**src/rtl/core/irpwbe_pkg.sv**
```systemverilog
package irpwbe_pkg;

  localparam int unsigned MsgWidth     = 48;
  localparam int unsigned MsgRegBytes  = MsgWidth / 8;
  localparam int unsigned MessageBytes = 6;
  localparam int unsigned GapWidth     = 10;
  localparam int unsigned ByteIdxWidth = 3;
  localparam int unsigned BitPosWidth  = 3;
  localparam int unsigned PhaseWidth   = 2;
  localparam int unsigned CfgIdxWidth  = 2;

  localparam logic [MsgWidth-1:0] MessageReset = 48'h6162_6364_6566;
  localparam logic [GapWidth-1:0] GapReset     = 10'd500;
  localparam logic [GapWidth-1:0] FlagReset    = 10'd100;

  localparam logic [ByteIdxWidth-1:0] LastByte = ByteIdxWidth'(MessageBytes - 1);
  localparam logic [BitPosWidth-1:0]  LastBit  = '1;
  localparam logic [PhaseWidth-1:0]   LastPhase = '1;

  // register indexes on the configuration channel
  typedef enum logic [CfgIdxWidth-1:0] {
    REG_MESSAGE    = 2'd0,
    REG_GAP_TICKS  = 2'd1,
    REG_FLAG_TICKS = 2'd2
  } reg_idx_t;

  typedef struct packed {
    logic [MsgWidth-1:0] message;
    logic [GapWidth-1:0] gap_ticks;
    logic [GapWidth-1:0] flag_ticks;
  } cfg_t;

  typedef struct packed {
    logic                    carrier_on;
    logic                    indicator_on;
    logic [ByteIdxWidth-1:0] byte_position;
    logic                    in_gap;
  } status_t;

  // one bit of the message; bytes beyond the register read as zero
  function automatic logic msg_bit(logic [MsgWidth-1:0] msg,
                                   logic [ByteIdxWidth-1:0] byte_idx,
                                   logic [BitPosWidth-1:0] bit_pos);
    logic [5:0] idx;
    logic       b;
    idx = 6'(MsgWidth - 1) - {byte_idx, 3'b000} - {3'b000, bit_pos};
    b = 1'b0;
    if ({1'b0, byte_idx} < 4'(MsgRegBytes)) begin
      b = msg[idx];
    end
    return b;
  endfunction

endpackage

```
**src/rtl/core/irpwbe_if.sv**
```systemverilog
interface irpwbe_tick_if;
  logic valid;
  logic ready;
  logic advance;

  modport source (output valid, output advance, input ready);
  modport sink   (input valid, input advance, output ready);
endinterface

interface irpwbe_result_if;
  logic                                valid;
  logic                                ready;
  logic                                carrier_on;
  logic                                indicator_on;
  logic [irpwbe_pkg::ByteIdxWidth-1:0] byte_position;
  logic                                in_gap;

  modport source (output valid, output carrier_on, output indicator_on,
                  output byte_position, output in_gap, input ready);
  modport sink   (input valid, input carrier_on, input indicator_on,
                  input byte_position, input in_gap, output ready);
endinterface

interface irpwbe_cfg_if;
  logic                               valid;
  logic                               ready;
  logic [irpwbe_pkg::CfgIdxWidth-1:0] index;
  logic [irpwbe_pkg::MsgWidth-1:0]    data;

  modport source (output valid, output index, output data, input ready);
  modport sink   (input valid, input index, input data, output ready);
endinterface

```
**src/rtl/core/irpwbe_cfg.sv**
```systemverilog
module irpwbe_cfg (
  input  logic                 clk,
  input  logic                 rst,
  irpwbe_cfg_if.sink           cfg,
  output irpwbe_pkg::cfg_t     regs
);

  assign cfg.ready = 1'b1;

  always_ff @(posedge clk) begin
    if (rst) begin
      regs.message    <= irpwbe_pkg::MessageReset;
      regs.gap_ticks  <= irpwbe_pkg::GapReset;
      regs.flag_ticks <= irpwbe_pkg::FlagReset;
    end else if (cfg.valid) begin
      unique case (cfg.index)
        irpwbe_pkg::REG_MESSAGE:    regs.message    <= cfg.data;
        irpwbe_pkg::REG_GAP_TICKS:  regs.gap_ticks  <= cfg.data[irpwbe_pkg::GapWidth-1:0];
        irpwbe_pkg::REG_FLAG_TICKS: regs.flag_ticks <= cfg.data[irpwbe_pkg::GapWidth-1:0];
        default: ;
      endcase
    end
  end

endmodule

```
**src/rtl/core/irpwbe_engine.sv**
```systemverilog
module irpwbe_engine (
  input  logic                   clk,
  input  logic                   rst,
  input  irpwbe_pkg::cfg_t       regs,
  input  logic                   step,
  input  logic                   advance,
  output irpwbe_pkg::status_t    status_next
);

  logic [irpwbe_pkg::BitPosWidth-1:0]  bit_position, bit_position_next;
  logic [irpwbe_pkg::PhaseWidth-1:0]   phase_count, phase_count_next;
  logic [irpwbe_pkg::ByteIdxWidth-1:0] byte_index, byte_index_next;
  logic [irpwbe_pkg::GapWidth-1:0]     gap_remaining, gap_remaining_next;
  logic                                carrier_reg, carrier_reg_next;
  logic                                indicator_reg, indicator_reg_next;
  logic [irpwbe_pkg::GapWidth-1:0]     elapsed;
  logic                                cur_bit;

  always_comb begin
    bit_position_next  = bit_position;
    phase_count_next   = phase_count;
    byte_index_next    = byte_index;
    gap_remaining_next = gap_remaining;
    carrier_reg_next   = carrier_reg;
    indicator_reg_next = indicator_reg;
    elapsed            = '0;
    cur_bit = irpwbe_pkg::msg_bit(regs.message, byte_index, bit_position);

    if (advance) begin
      if (gap_remaining != '0) begin
        // gap shortened below what remains: treat as just started
        if (regs.gap_ticks >= gap_remaining) begin
          elapsed = regs.gap_ticks - gap_remaining;
        end
        indicator_reg_next = (elapsed < regs.flag_ticks);
        gap_remaining_next = gap_remaining - 1'b1;
      end else begin
        carrier_reg_next = cur_bit ? (phase_count != irpwbe_pkg::LastPhase)
                                   : (phase_count == '0);
        if (phase_count == irpwbe_pkg::LastPhase) begin
          phase_count_next = '0;
          if (bit_position == irpwbe_pkg::LastBit) begin
            bit_position_next  = '0;
            gap_remaining_next = regs.gap_ticks;
            byte_index_next    = (byte_index == irpwbe_pkg::LastByte) ? '0
                                                                      : byte_index + 1'b1;
          end else begin
            bit_position_next = bit_position + 1'b1;
          end
        end else begin
          phase_count_next = phase_count + 1'b1;
        end
      end
    end

    status_next.carrier_on    = carrier_reg_next;
    status_next.indicator_on  = indicator_reg_next;
    status_next.byte_position = byte_index_next;
    status_next.in_gap        = (gap_remaining_next != '0);
  end

  always_ff @(posedge clk) begin
    if (rst) begin
      bit_position  <= '0;
      phase_count   <= '0;
      byte_index    <= '0;
      gap_remaining <= '0;
      carrier_reg   <= 1'b0;
      indicator_reg <= 1'b0;
    end else if (step) begin
      bit_position  <= bit_position_next;
      phase_count   <= phase_count_next;
      byte_index    <= byte_index_next;
      gap_remaining <= gap_remaining_next;
      carrier_reg   <= carrier_reg_next;
      indicator_reg <= indicator_reg_next;
    end
  end

endmodule

```
**src/rtl/core/ir_pulse_width_beacon_encoder_top.sv**
```systemverilog
// Infrared pulse-width beacon encoder.
// tick channel: one request per bit-timer event; advance = 1 moves the beacon
//   on by one tick, advance = 0 only reports the current outputs.
// result channel: exactly one result per request, after the update: carrier
//   enable, gap indicator, byte being sent and the in-gap flag.
// cfg channel: index 0 message (first byte in the top eight bits), 1 gap
//   length in ticks, 2 indicator length in ticks. Always ready; write only
//   while no result is outstanding.
// Output timing: the result is registered and appears in the cycle after its request is accepted.
// Throughput: one request per cycle while results are read; the only storage
//   on the path is the result register, which is refilled in the cycle it is taken.
// Stall: while a result waits unread, tick.ready is low and no state moves.
// Reset (rst, synchronous): registers take their defaults (message "abcdef",
//   gap 500, indicator 100), beacon state clears to the first bit of byte 0,
//   and the result register empties.
module ir_pulse_width_beacon_encoder_top (
  input  logic         clk,
  input  logic         rst,
  irpwbe_tick_if.sink  tick,
  irpwbe_result_if.source result,
  irpwbe_cfg_if.sink   cfg
);

  irpwbe_pkg::cfg_t    regs;
  irpwbe_pkg::status_t status_next;
  irpwbe_pkg::status_t status;
  logic                out_valid;
  logic                accept;

  assign tick.ready = !out_valid || result.ready;
  assign accept     = tick.valid && tick.ready;

  irpwbe_cfg u_cfg (
    .clk  (clk),
    .rst  (rst),
    .cfg  (cfg),
    .regs (regs)
  );

  irpwbe_engine u_engine (
    .clk         (clk),
    .rst         (rst),
    .regs        (regs),
    .step        (accept),
    .advance     (tick.advance),
    .status_next (status_next)
  );

  always_ff @(posedge clk) begin
    if (rst) begin
      out_valid <= 1'b0;
    end else if (accept) begin
      out_valid <= 1'b1;
    end else if (result.ready) begin
      out_valid <= 1'b0;
    end
  end

  always_ff @(posedge clk) begin
    if (accept) begin
      status <= status_next;
    end
  end

  assign result.valid         = out_valid;
  assign result.carrier_on    = status.carrier_on;
  assign result.indicator_on  = status.indicator_on;
  assign result.byte_position = status.byte_position;
  assign result.in_gap        = status.in_gap;

endmodule
```
**src/flat_wrapper.sv**
```systemverilog
// flat-port wrapper written by rule: the top's interface ports become plain ports
module ir_pulse_width_beacon_encoder_top_flat 
  (clk, rst, tick_valid, tick_advance, tick_ready, result_valid, result_carrier_on, result_indicator_on, result_byte_position, result_in_gap, result_ready, cfg_valid, cfg_index, cfg_data, cfg_ready);
  irpwbe_tick_if tick_i ();
  irpwbe_result_if result_i ();
  irpwbe_cfg_if cfg_i ();
  input  logic clk;
  input  logic rst;
  input wire logic [$bits(tick_i.valid)-1:0] tick_valid;
  input wire logic [$bits(tick_i.advance)-1:0] tick_advance;
  output wire logic [$bits(tick_i.ready)-1:0] tick_ready;
  output wire logic [$bits(result_i.valid)-1:0] result_valid;
  output wire logic [$bits(result_i.carrier_on)-1:0] result_carrier_on;
  output wire logic [$bits(result_i.indicator_on)-1:0] result_indicator_on;
  output wire logic [$bits(result_i.byte_position)-1:0] result_byte_position;
  output wire logic [$bits(result_i.in_gap)-1:0] result_in_gap;
  input wire logic [$bits(result_i.ready)-1:0] result_ready;
  input wire logic [$bits(cfg_i.valid)-1:0] cfg_valid;
  input wire logic [$bits(cfg_i.index)-1:0] cfg_index;
  input wire logic [$bits(cfg_i.data)-1:0] cfg_data;
  output wire logic [$bits(cfg_i.ready)-1:0] cfg_ready;
  assign tick_i.valid = tick_valid;
  assign tick_i.advance = tick_advance;
  assign tick_ready = tick_i.ready;
  assign result_valid = result_i.valid;
  assign result_carrier_on = result_i.carrier_on;
  assign result_indicator_on = result_i.indicator_on;
  assign result_byte_position = result_i.byte_position;
  assign result_in_gap = result_i.in_gap;
  assign result_i.ready = result_ready;
  assign cfg_i.valid = cfg_valid;
  assign cfg_i.index = cfg_index;
  assign cfg_i.data = cfg_data;
  assign cfg_ready = cfg_i.ready;
  ir_pulse_width_beacon_encoder_top u_core (.clk(clk), .rst(rst), .tick(tick_i), .result(result_i), .cfg(cfg_i));
endmodule
```
**config.mk**
```make
export PLATFORM = sky130hd
export DESIGN_NAME = ir_pulse_width_beacon_encoder_top_flat
export DESIGN_NICKNAME = d
export VERILOG_FILES = /design/src/rtl/core/irpwbe_pkg.sv /design/src/rtl/core/irpwbe_if.sv /design/src/rtl/core/irpwbe_cfg.sv /design/src/rtl/core/irpwbe_engine.sv /design/src/rtl/core/ir_pulse_width_beacon_encoder_top.sv /design/src/flat_wrapper.sv
export SDC_FILE = /design/constraint.sdc
export NUM_CORES = 1
export LEC_CHECK = 0
export BUFFER_PORTS_ARGS = -buffer_cell sky130_fd_sc_hd__buf_2
export CORE_UTILIZATION = 54
export CTS_BUF_LIST = sky130_fd_sc_hd__clkbuf_8
export CTS_CLUSTER_SIZE = 24
export DETAILED_ROUTE_END_ITERATION = 6
export PLACE_DENSITY = 0.78
export SYNTH_ARGS = -nofsm -noshare
export SYNTH_HDL_FRONTEND = slang
export SYNTH_SLANG_ARGS = --single-unit
```
**constraint.sdc**
```tcl
create_clock -name clk -period 3.7 [get_ports clk]
set_input_delay 0.74 -clock clk [delete_from_list [all_inputs] [get_ports clk]]
set_output_delay 0.74 -clock clk [all_outputs]
set_load 0.02 [all_outputs]
```
Yosys cells after proc, flatten, opt, wreduce, memory -nomap -nowiden
Cells that the tools add are included.
{"block": "totals", "ff_bits": 95, "inputBits": 56, "out_inout_bits": 9, "wordCells": 69}
{"block": "op_classes", "add_sub_neg": 7, "magnitude_cmp": 4, "eq_ne": 6, "n_mux": 24, "n_bitwise": 1, "reduce_logical": 13}
{"operator": "$mux 10", "n": 7}
{"operator": "$reduce_bool 10->1", "n": 2}
{"operator": "$mux 3", "n": 6}
{"operator": "$ge 10x10->1", "n": 1}
{"operator": "$lt 10x10->1", "n": 1}
{"operator": "$sub 10x1->10 const B", "n": 1}
{"operator": "$sub 10x10->10", "n": 1}
{"operator": "$mux 1", "n": 9}
{"operator": "$lt 6x7->1 const B", "n": 1}
{"operator": "$add 3x1->3 const B", "n": 2}
{"operator": "$bmux 1 s6", "n": 1}
{"operator": "$eq 3x3->1 const B", "n": 2}
{"operator": "$reduce_and 2->1", "n": 3}
{"operator": "$sub 6x3->6", "n": 1}
{"operator": "$sub 6x6->6 const A", "n": 1}
{"operator": "$eq 2x2->1 const B", "n": 2}
{"operator": "$logic_not 2->1", "n": 2}
{"operator": "$reduce_and 4->1", "n": 1}
{"operator": "$lt 3x3->1 const B", "n": 1}
{"operator": "$reduce_and 3->1", "n": 1}
{"operator": "$add 2x1->2 const B", "n": 1}
{"operator": "$eq 2x1->1 const B", "n": 1}
{"operator": "$mux 2", "n": 1}
{"operator": "$ne 2x2->1 const B", "n": 1}
{"operator": "other kinds (5)", "n": 5}

Depth between registers and ports, before layout
{"block": "depth", "word_depth": 8, "ltp_mapped": 18, "depth_no_buf": 18}

Cells and area by module
A second synthesis with hierarchy kept.
{"block": "unflattened", "hier_cells": 612, "area_unflattened_um2": 5622.9}
{"mod": "irpwbe_cfg", "instances": 1, "cells_each": 283, "area_each_um2": 2816.5, "seq_area_each_um2": 1361.3}
{"mod": "irpwbe_engine", "instances": 1, "cells_each": 318, "area_each_um2": 2571.2, "seq_area_each_um2": 400.4}
{"mod": "ir_pulse_width_beacon_encoder_top", "instances": 1, "cells_each": 11, "area_each_um2": 235.2, "seq_area_each_um2": 200.2}

Least setup slack after synthesis
No wires, ideal clock.
{"block": "synth_timing", "path_type": "register to register", "start": "register u_core.u_engine.gap_remaining[0] (netlist name)", "end": "register u_core.u_engine.indicator_reg", "setup_time_ns": 0.075, "arrival_ns": 3.628, "required_time_ns": 3.625, "setup_slack_ns": -0.003, "stages_incl_launch_ff": 18, "n_path_buf": 0, "period_less_slack_ns": 3.703, "cell_sequence": "dfxtp_1 > ha_1 > inv_1 > fa_1 > a21o_1 > a21o_1 > a21boi_0 > o21bai_1 > o22ai_1 > nor3_1 > ha_1 > a21o_1 > a21o_1 > a21o_1 > a21oi_1 > o211ai_1 > or3_1 > o22ai_1"}
{"block": "synth_between", "elab_chain_cells": 7, "elab_cells_between_ends": 9, "cone_classes": "add/sub (1); order compare (2); mux (5); reduce/logical (1)"}
{"element": "start, declared", "line_no": "irpwbe_engine.sv:13", "text": "logic [irpwbe_pkg::GapWidth-1:0] gap_remaining, gap_remaining_next;"}
{"element": "start signal, assigned", "line_no": "irpwbe_engine.sv:74", "text": "gap_remaining <= gap_remaining_next;"}
{"element": "$sub 10x10->10 / $ge 10x10->1 (equally long branches)", "line_no": "irpwbe_engine.sv:33, irpwbe_engine.sv:32"}
{"element": "$mux 10", "line_no": "irpwbe_engine.sv:32", "text": "if (regs.gap_ticks >= gap_remaining) begin"}
{"element": "$mux 10", "line_no": "irpwbe_engine.sv:30", "text": "if (gap_remaining != '0) begin"}
{"element": "$mux 10", "line_no": "irpwbe_engine.sv:29", "text": "if (advance) begin"}
{"element": "$lt 10x10->1", "line_no": "irpwbe_engine.sv:35", "text": "indicator_reg_next = (elapsed < regs.flag_ticks);"}
{"element": "$mux 1 *", "line_no": "irpwbe_engine.sv:30"}
{"element": "$mux 1 *", "line_no": "irpwbe_engine.sv:29"}
{"element": "end signal, assigned", "line_no": "irpwbe_engine.sv:76", "text": "indicator_reg <= indicator_reg_next;"}
{"element": "end, declared", "line_no": "irpwbe_engine.sv:15", "text": "logic indicator_reg, indicator_reg_next;"}
Every way passes the cells marked *; elsewhere a longest branch is shown, timed or not. The select of a mux whose other input is x is not followed.
A chain may end at the register's enable or synchronous reset.

Worst setup path in the final report
{"block": "layout_timing", "start": "register, netlist name u_core.u_cfg.regs[10]", "end": "register u_core.u_engine.indicator_reg"}
{"block": "layout_between", "elab_chain_cells": 7, "elab_cells_between_ends": 8, "cone_classes": "add/sub (1); order compare (2); mux (5)"}
{"element": "$sub 10x10->10 / $ge 10x10->1 (equally long branches)", "line_no": "irpwbe_engine.sv:33, irpwbe_engine.sv:32"}
{"element": "$mux 10 *", "line_no": "irpwbe_engine.sv:32"}
{"element": "$mux 10 *", "line_no": "irpwbe_engine.sv:30"}
{"element": "$mux 10 *", "line_no": "irpwbe_engine.sv:29"}
{"element": "$lt 10x10->1 *", "line_no": "irpwbe_engine.sv:35"}
{"element": "$mux 1 *", "line_no": "irpwbe_engine.sv:30"}
{"element": "$mux 1 *", "line_no": "irpwbe_engine.sv:29"}
Marks and branches as above.

==> run summary <==
The flow ran to the end, and the final reports show no timing, DRC or antenna violations. Adding up every negative setup slack in the final design gives 0 ps. The clock-pin slew of the registers on the worst-case setup and hold paths came out at 100 ps. The tightest min-delay check is of the reg2reg type.

The cell count after synthesis came out at 627. The worst-case register-to-register setup slack is 230 ps. The per-instance average area after synthesis came out at 8.299 um2.

The largest total area in the synthesized netlist belongs to dfxtp_1. The clock tree buffer depth is 2. For the pin with the worst max-slew slack, the measured transition is 944.3 ps. The congestion estimate from routability-driven global placement came to 0.9393.

The area share of the largest cell type after synthesis is 34.24%. The remaining global-route overflow came out at 0. The post-detailed-route DRC marker count came out at 0. Among all flip-flop cells after synthesis, the most frequent one is dfxtp_1.

The number of antenna violations at the first check in global routing came out at 0. In this run the power spent charging and discharging nets is 775.7 uW. The remaining max-slew budget at the tightest pin is 37.05%. The filler cells instantiated in the layout total 824. The number of enable-type register cells in the synthesized netlist is 6. At the later pin of the worst-skew pair, clock insertion delay measures 370 ps.

After the first detailed-routing iteration, the DRC count stood at 222. The number of I/O port buffers is 63. The fraction of the cycle the final worst path needs came out at 93.78%. The level count of the clock H-tree is 3. The final setup skew came out at 11.24 ps. In the synthesized netlist the async set-or-reset flop fraction comes to 0%. For this design, the slowest cell found on the critical path is fa_2. STA classifies the critical path endpoint as a flip-flop. Clock tree synthesis found a total of 95 sinks. Yosys printed 0 warnings. The total global-route track usage is 24.31%. The die is 100.2 um tall. The cell sitting at the root of the clock tree is a clkbuf_8. The wire length after detailed routing came out at 11.86 mm.

IR analysis of the VDD net gives a maximum drop of 0.0003118 V. The internal power came out at 1.613 mW. The number of buffers created by CTS came out at 9. The part of the total power dissipated in sequential elements came out at 47.2%. Setup repair after global routing left no endpoint under its margin. The global-route met1 utilization came out at 32.92%. The flop and latch count out of synthesis is 95.

The number of cells after detailed placement is 792. Dividing the detail-routed wire length by the instance count gives 14.66 um. The biggest cell delay along the critical path came out at 350 ps. The final number of hold-violating endpoints is 0.

The top register by number of flip-flops is u_core.u_cfg.regs. The leakage power figure came out at 2.413 nW. The final design instance area without fill came out at 0.005813 mm2.

In this run the horizontal extent of the chip is 100.2 um. The count of vias placed by the detailed router came out at 4,570. The hold buffer count at CTS is 0. Of the total power, the share spent switching nets is 32.48%. The share of total power in combinational logic is 24.2%. The number of violations of the max-capacitance limit came out at 0.

The floorplan step defined a die boundary enclosing 0.01003 mm2. The fraction of met3 tracks used by global routing is 4.596%. The total number of nets in the final design is 763. The final core utilization is 62.61%.

In the final layout, the registers with the most flip-flops are u_core.u_cfg.regs x68, u_core.u_engine.gap_remaining x10. The first global-routing pass estimated 19.38 mm of wire. The largest net degree at the start of global routing is 56.

The number of setup violations in the final report is 0. The layer flagged by global routing as most heavily used is met2. Traced cell by cell, the critical path runs through inv_1, ha_1, inv_1, fa_2, a21o_1, a21o_1, a21boi_1, o21bai_1, o22ai_2, nor3_1, ha_1, a21o_1, a21o_1, a21o_1, a21oi_2, o211ai_1, or3_1, o22ai_1.

The total core area came out at 0.009284 mm2. The placed cell area is 0.005590 mm2. The I/O pin total came out at 65. The critical path is of the reg2reg type. The total power density per cell area is 410.9 mW/mm2. The number of different library cells used by synthesis comes to 61. The maximum frequency from static timing analysis came out at 288.2 MHz. The count of inserted antenna diode cells is 0. Summing the sequential cell areas from Yosys gives 37.70% of the chip area. The number of global-route vias before repair is 4,194. For this run, global-route usage on met2 was measured as 39.67%. The flip-flop count of the largest register after layout is 68.

In this run the remaining antenna-violating nets after routing total 0. The total standard cell area after synthesis is 0.005204 mm2. The worst hold slack is 456.2 ps.

The slack of the critical path is 230.0 ps. The required time of the worst setup path is 4000 ps. TritonCTS built the clock tree. The initialized floorplan defines 35 standard-cell rows. The final max-slew violation count was 0. The most numerous cell type found on the critical path is a21o_1. The number of nets in the synthesized netlist is 715.

Before CTS, the worst setup slack after placement is 27.48 ps. The first-pass iteration count of the detailed router came out at 5. Dividing the detail-routed via count by the number of cells gives 5.649. The post-synthesis to final-layout area growth came out at 11.71%. The share of power burned in the clock network is 28.6%. Of all nets on the critical path, the largest fanout is 3. The arrival time of data at the critical path endpoint came out at 3770 ps. The initial utilization of the core area, before any placement, comes to 56.05%. The final critical delay including setup and external delays is 3470 ps. The worst setup path is launched from a flip-flop. The design draws 2.389 mW. The non-filler instance count after layout came out at 809. Sorting the synthesized cells by area gives the leading types as dfxtp_1 34%, nand2_1 12%, ha_1 7.5%.

In the final layout, the share of cells above drive strength 1 is 16.03%. The wire-length estimate of the detail-placed layout is 8.763 mm.
==> critical path: cells and delay by family, from the launching register on <==
kind,cells,cell delay [ps]
adder cells (fa/ha/maj),3,800
AO/OA/AOI/OAI,11,1750
buffers and inverters,2,120
AND/OR/NAND/NOR,2,410
flip-flops,1,340
==> synth_stat cells (7+ instances only) <==
cell type  count
a21oi_1       69
o21ai_0       17
nor2_1        35
clkbuf_1      24
a21o_1         9
nand3_1        9
nor3_1         7
mux4_1         9
nand3b_1      28
xnor2_1        7
a211oi_1       7
ha_1          31
nand2_1      161
dfxtp_1       89
inv_1         31
==> layout by cell type, fill, tap and decap left out, types with 4 or more instances in the layout <==
cell and count:
nand2_1 161, a211oi_1 7, buf_2 63, mux4_1 9, nor3_1 7, clkbuf_8 10, a21o_1 9, nand3_1 9
ha_1 31, nor2b_1 4, a21oi_1 68, dfxtp_1 88, nand3b_1 28, nand4_1 6, mux4_2 6, xnor2_1 7
buf_4 6, a31oi_1 5, edfxtp_1 6, inv_1 31, o21ai_0 15, nor2_1 35
==> power by group through the flow <==
stage	Sequential, mW	Combinational [mW]	Clock (mW)
floorplan	1.15	0.408	0
global placement	1.15	0.549	0
detailed placement	1.15	0.557	0
CTS	1.13	0.560	0.701
global route	1.13	0.641	0.740
finish	1.13	0.578	0.684
==> path summary, 6_finish.rpt <==
path	cells after the start	start	to
setup / recovery	18	u_core.u_cfg.regs[10]	u_core.u_engine.indicator_reg
hold / removal	2	u_core.u_cfg.regs[43]	u_core.u_cfg.regs[43]
setup reg to reg	18	u_core.u_cfg.regs[10]	u_core.u_engine.indicator_reg
hold reg to reg	2	u_core.u_cfg.regs[43]	u_core.u_cfg.regs[43]
==> area by class of cell <==
type | instances | area, um2 | area share, %
multi-input combinational | 467 | 2980 | 51.27
sequential | 95 | 1963 | 33.77
timing repair buffer | 71 | 391.6 | 6.737
tap | 129 | 161.4 | 2.777
clock buffer | 10 | 137.6 | 2.368
inverter | 31 | 116.4 | 2.002
clock inverter | 6 | 62.56 | 1.076
==> routing by layer <==
| layer | part of all wire, % | up-vias |
|---|---|---|
| met3 | 5.5 | 12 |
| met4 | 1.0 | 0 |
| met5 | 0 | - |
| li1 | - | 2282 |
| met2 | 47 | 134 |
| met1 | 47 | 2142 |
==> repair_timing <==
action	CTS	global route
setup buffers	0	1
setup endpoints to repair	0	2
gates resized for setup	0	9
==> cell families after synthesis <==
kind of cell / synth area share, %
AOI/OAI and AO/OA: 15.77
xor gates and xnor gates: 1.347
adders and majority gates: 7.838
buffers and inverters: 5.434
DFF: 37.70
muxes: 7.718
other: 0.07206
and+or+nand+nor: 24.12
No activity file was read; power rests on OpenSTA's default activity.
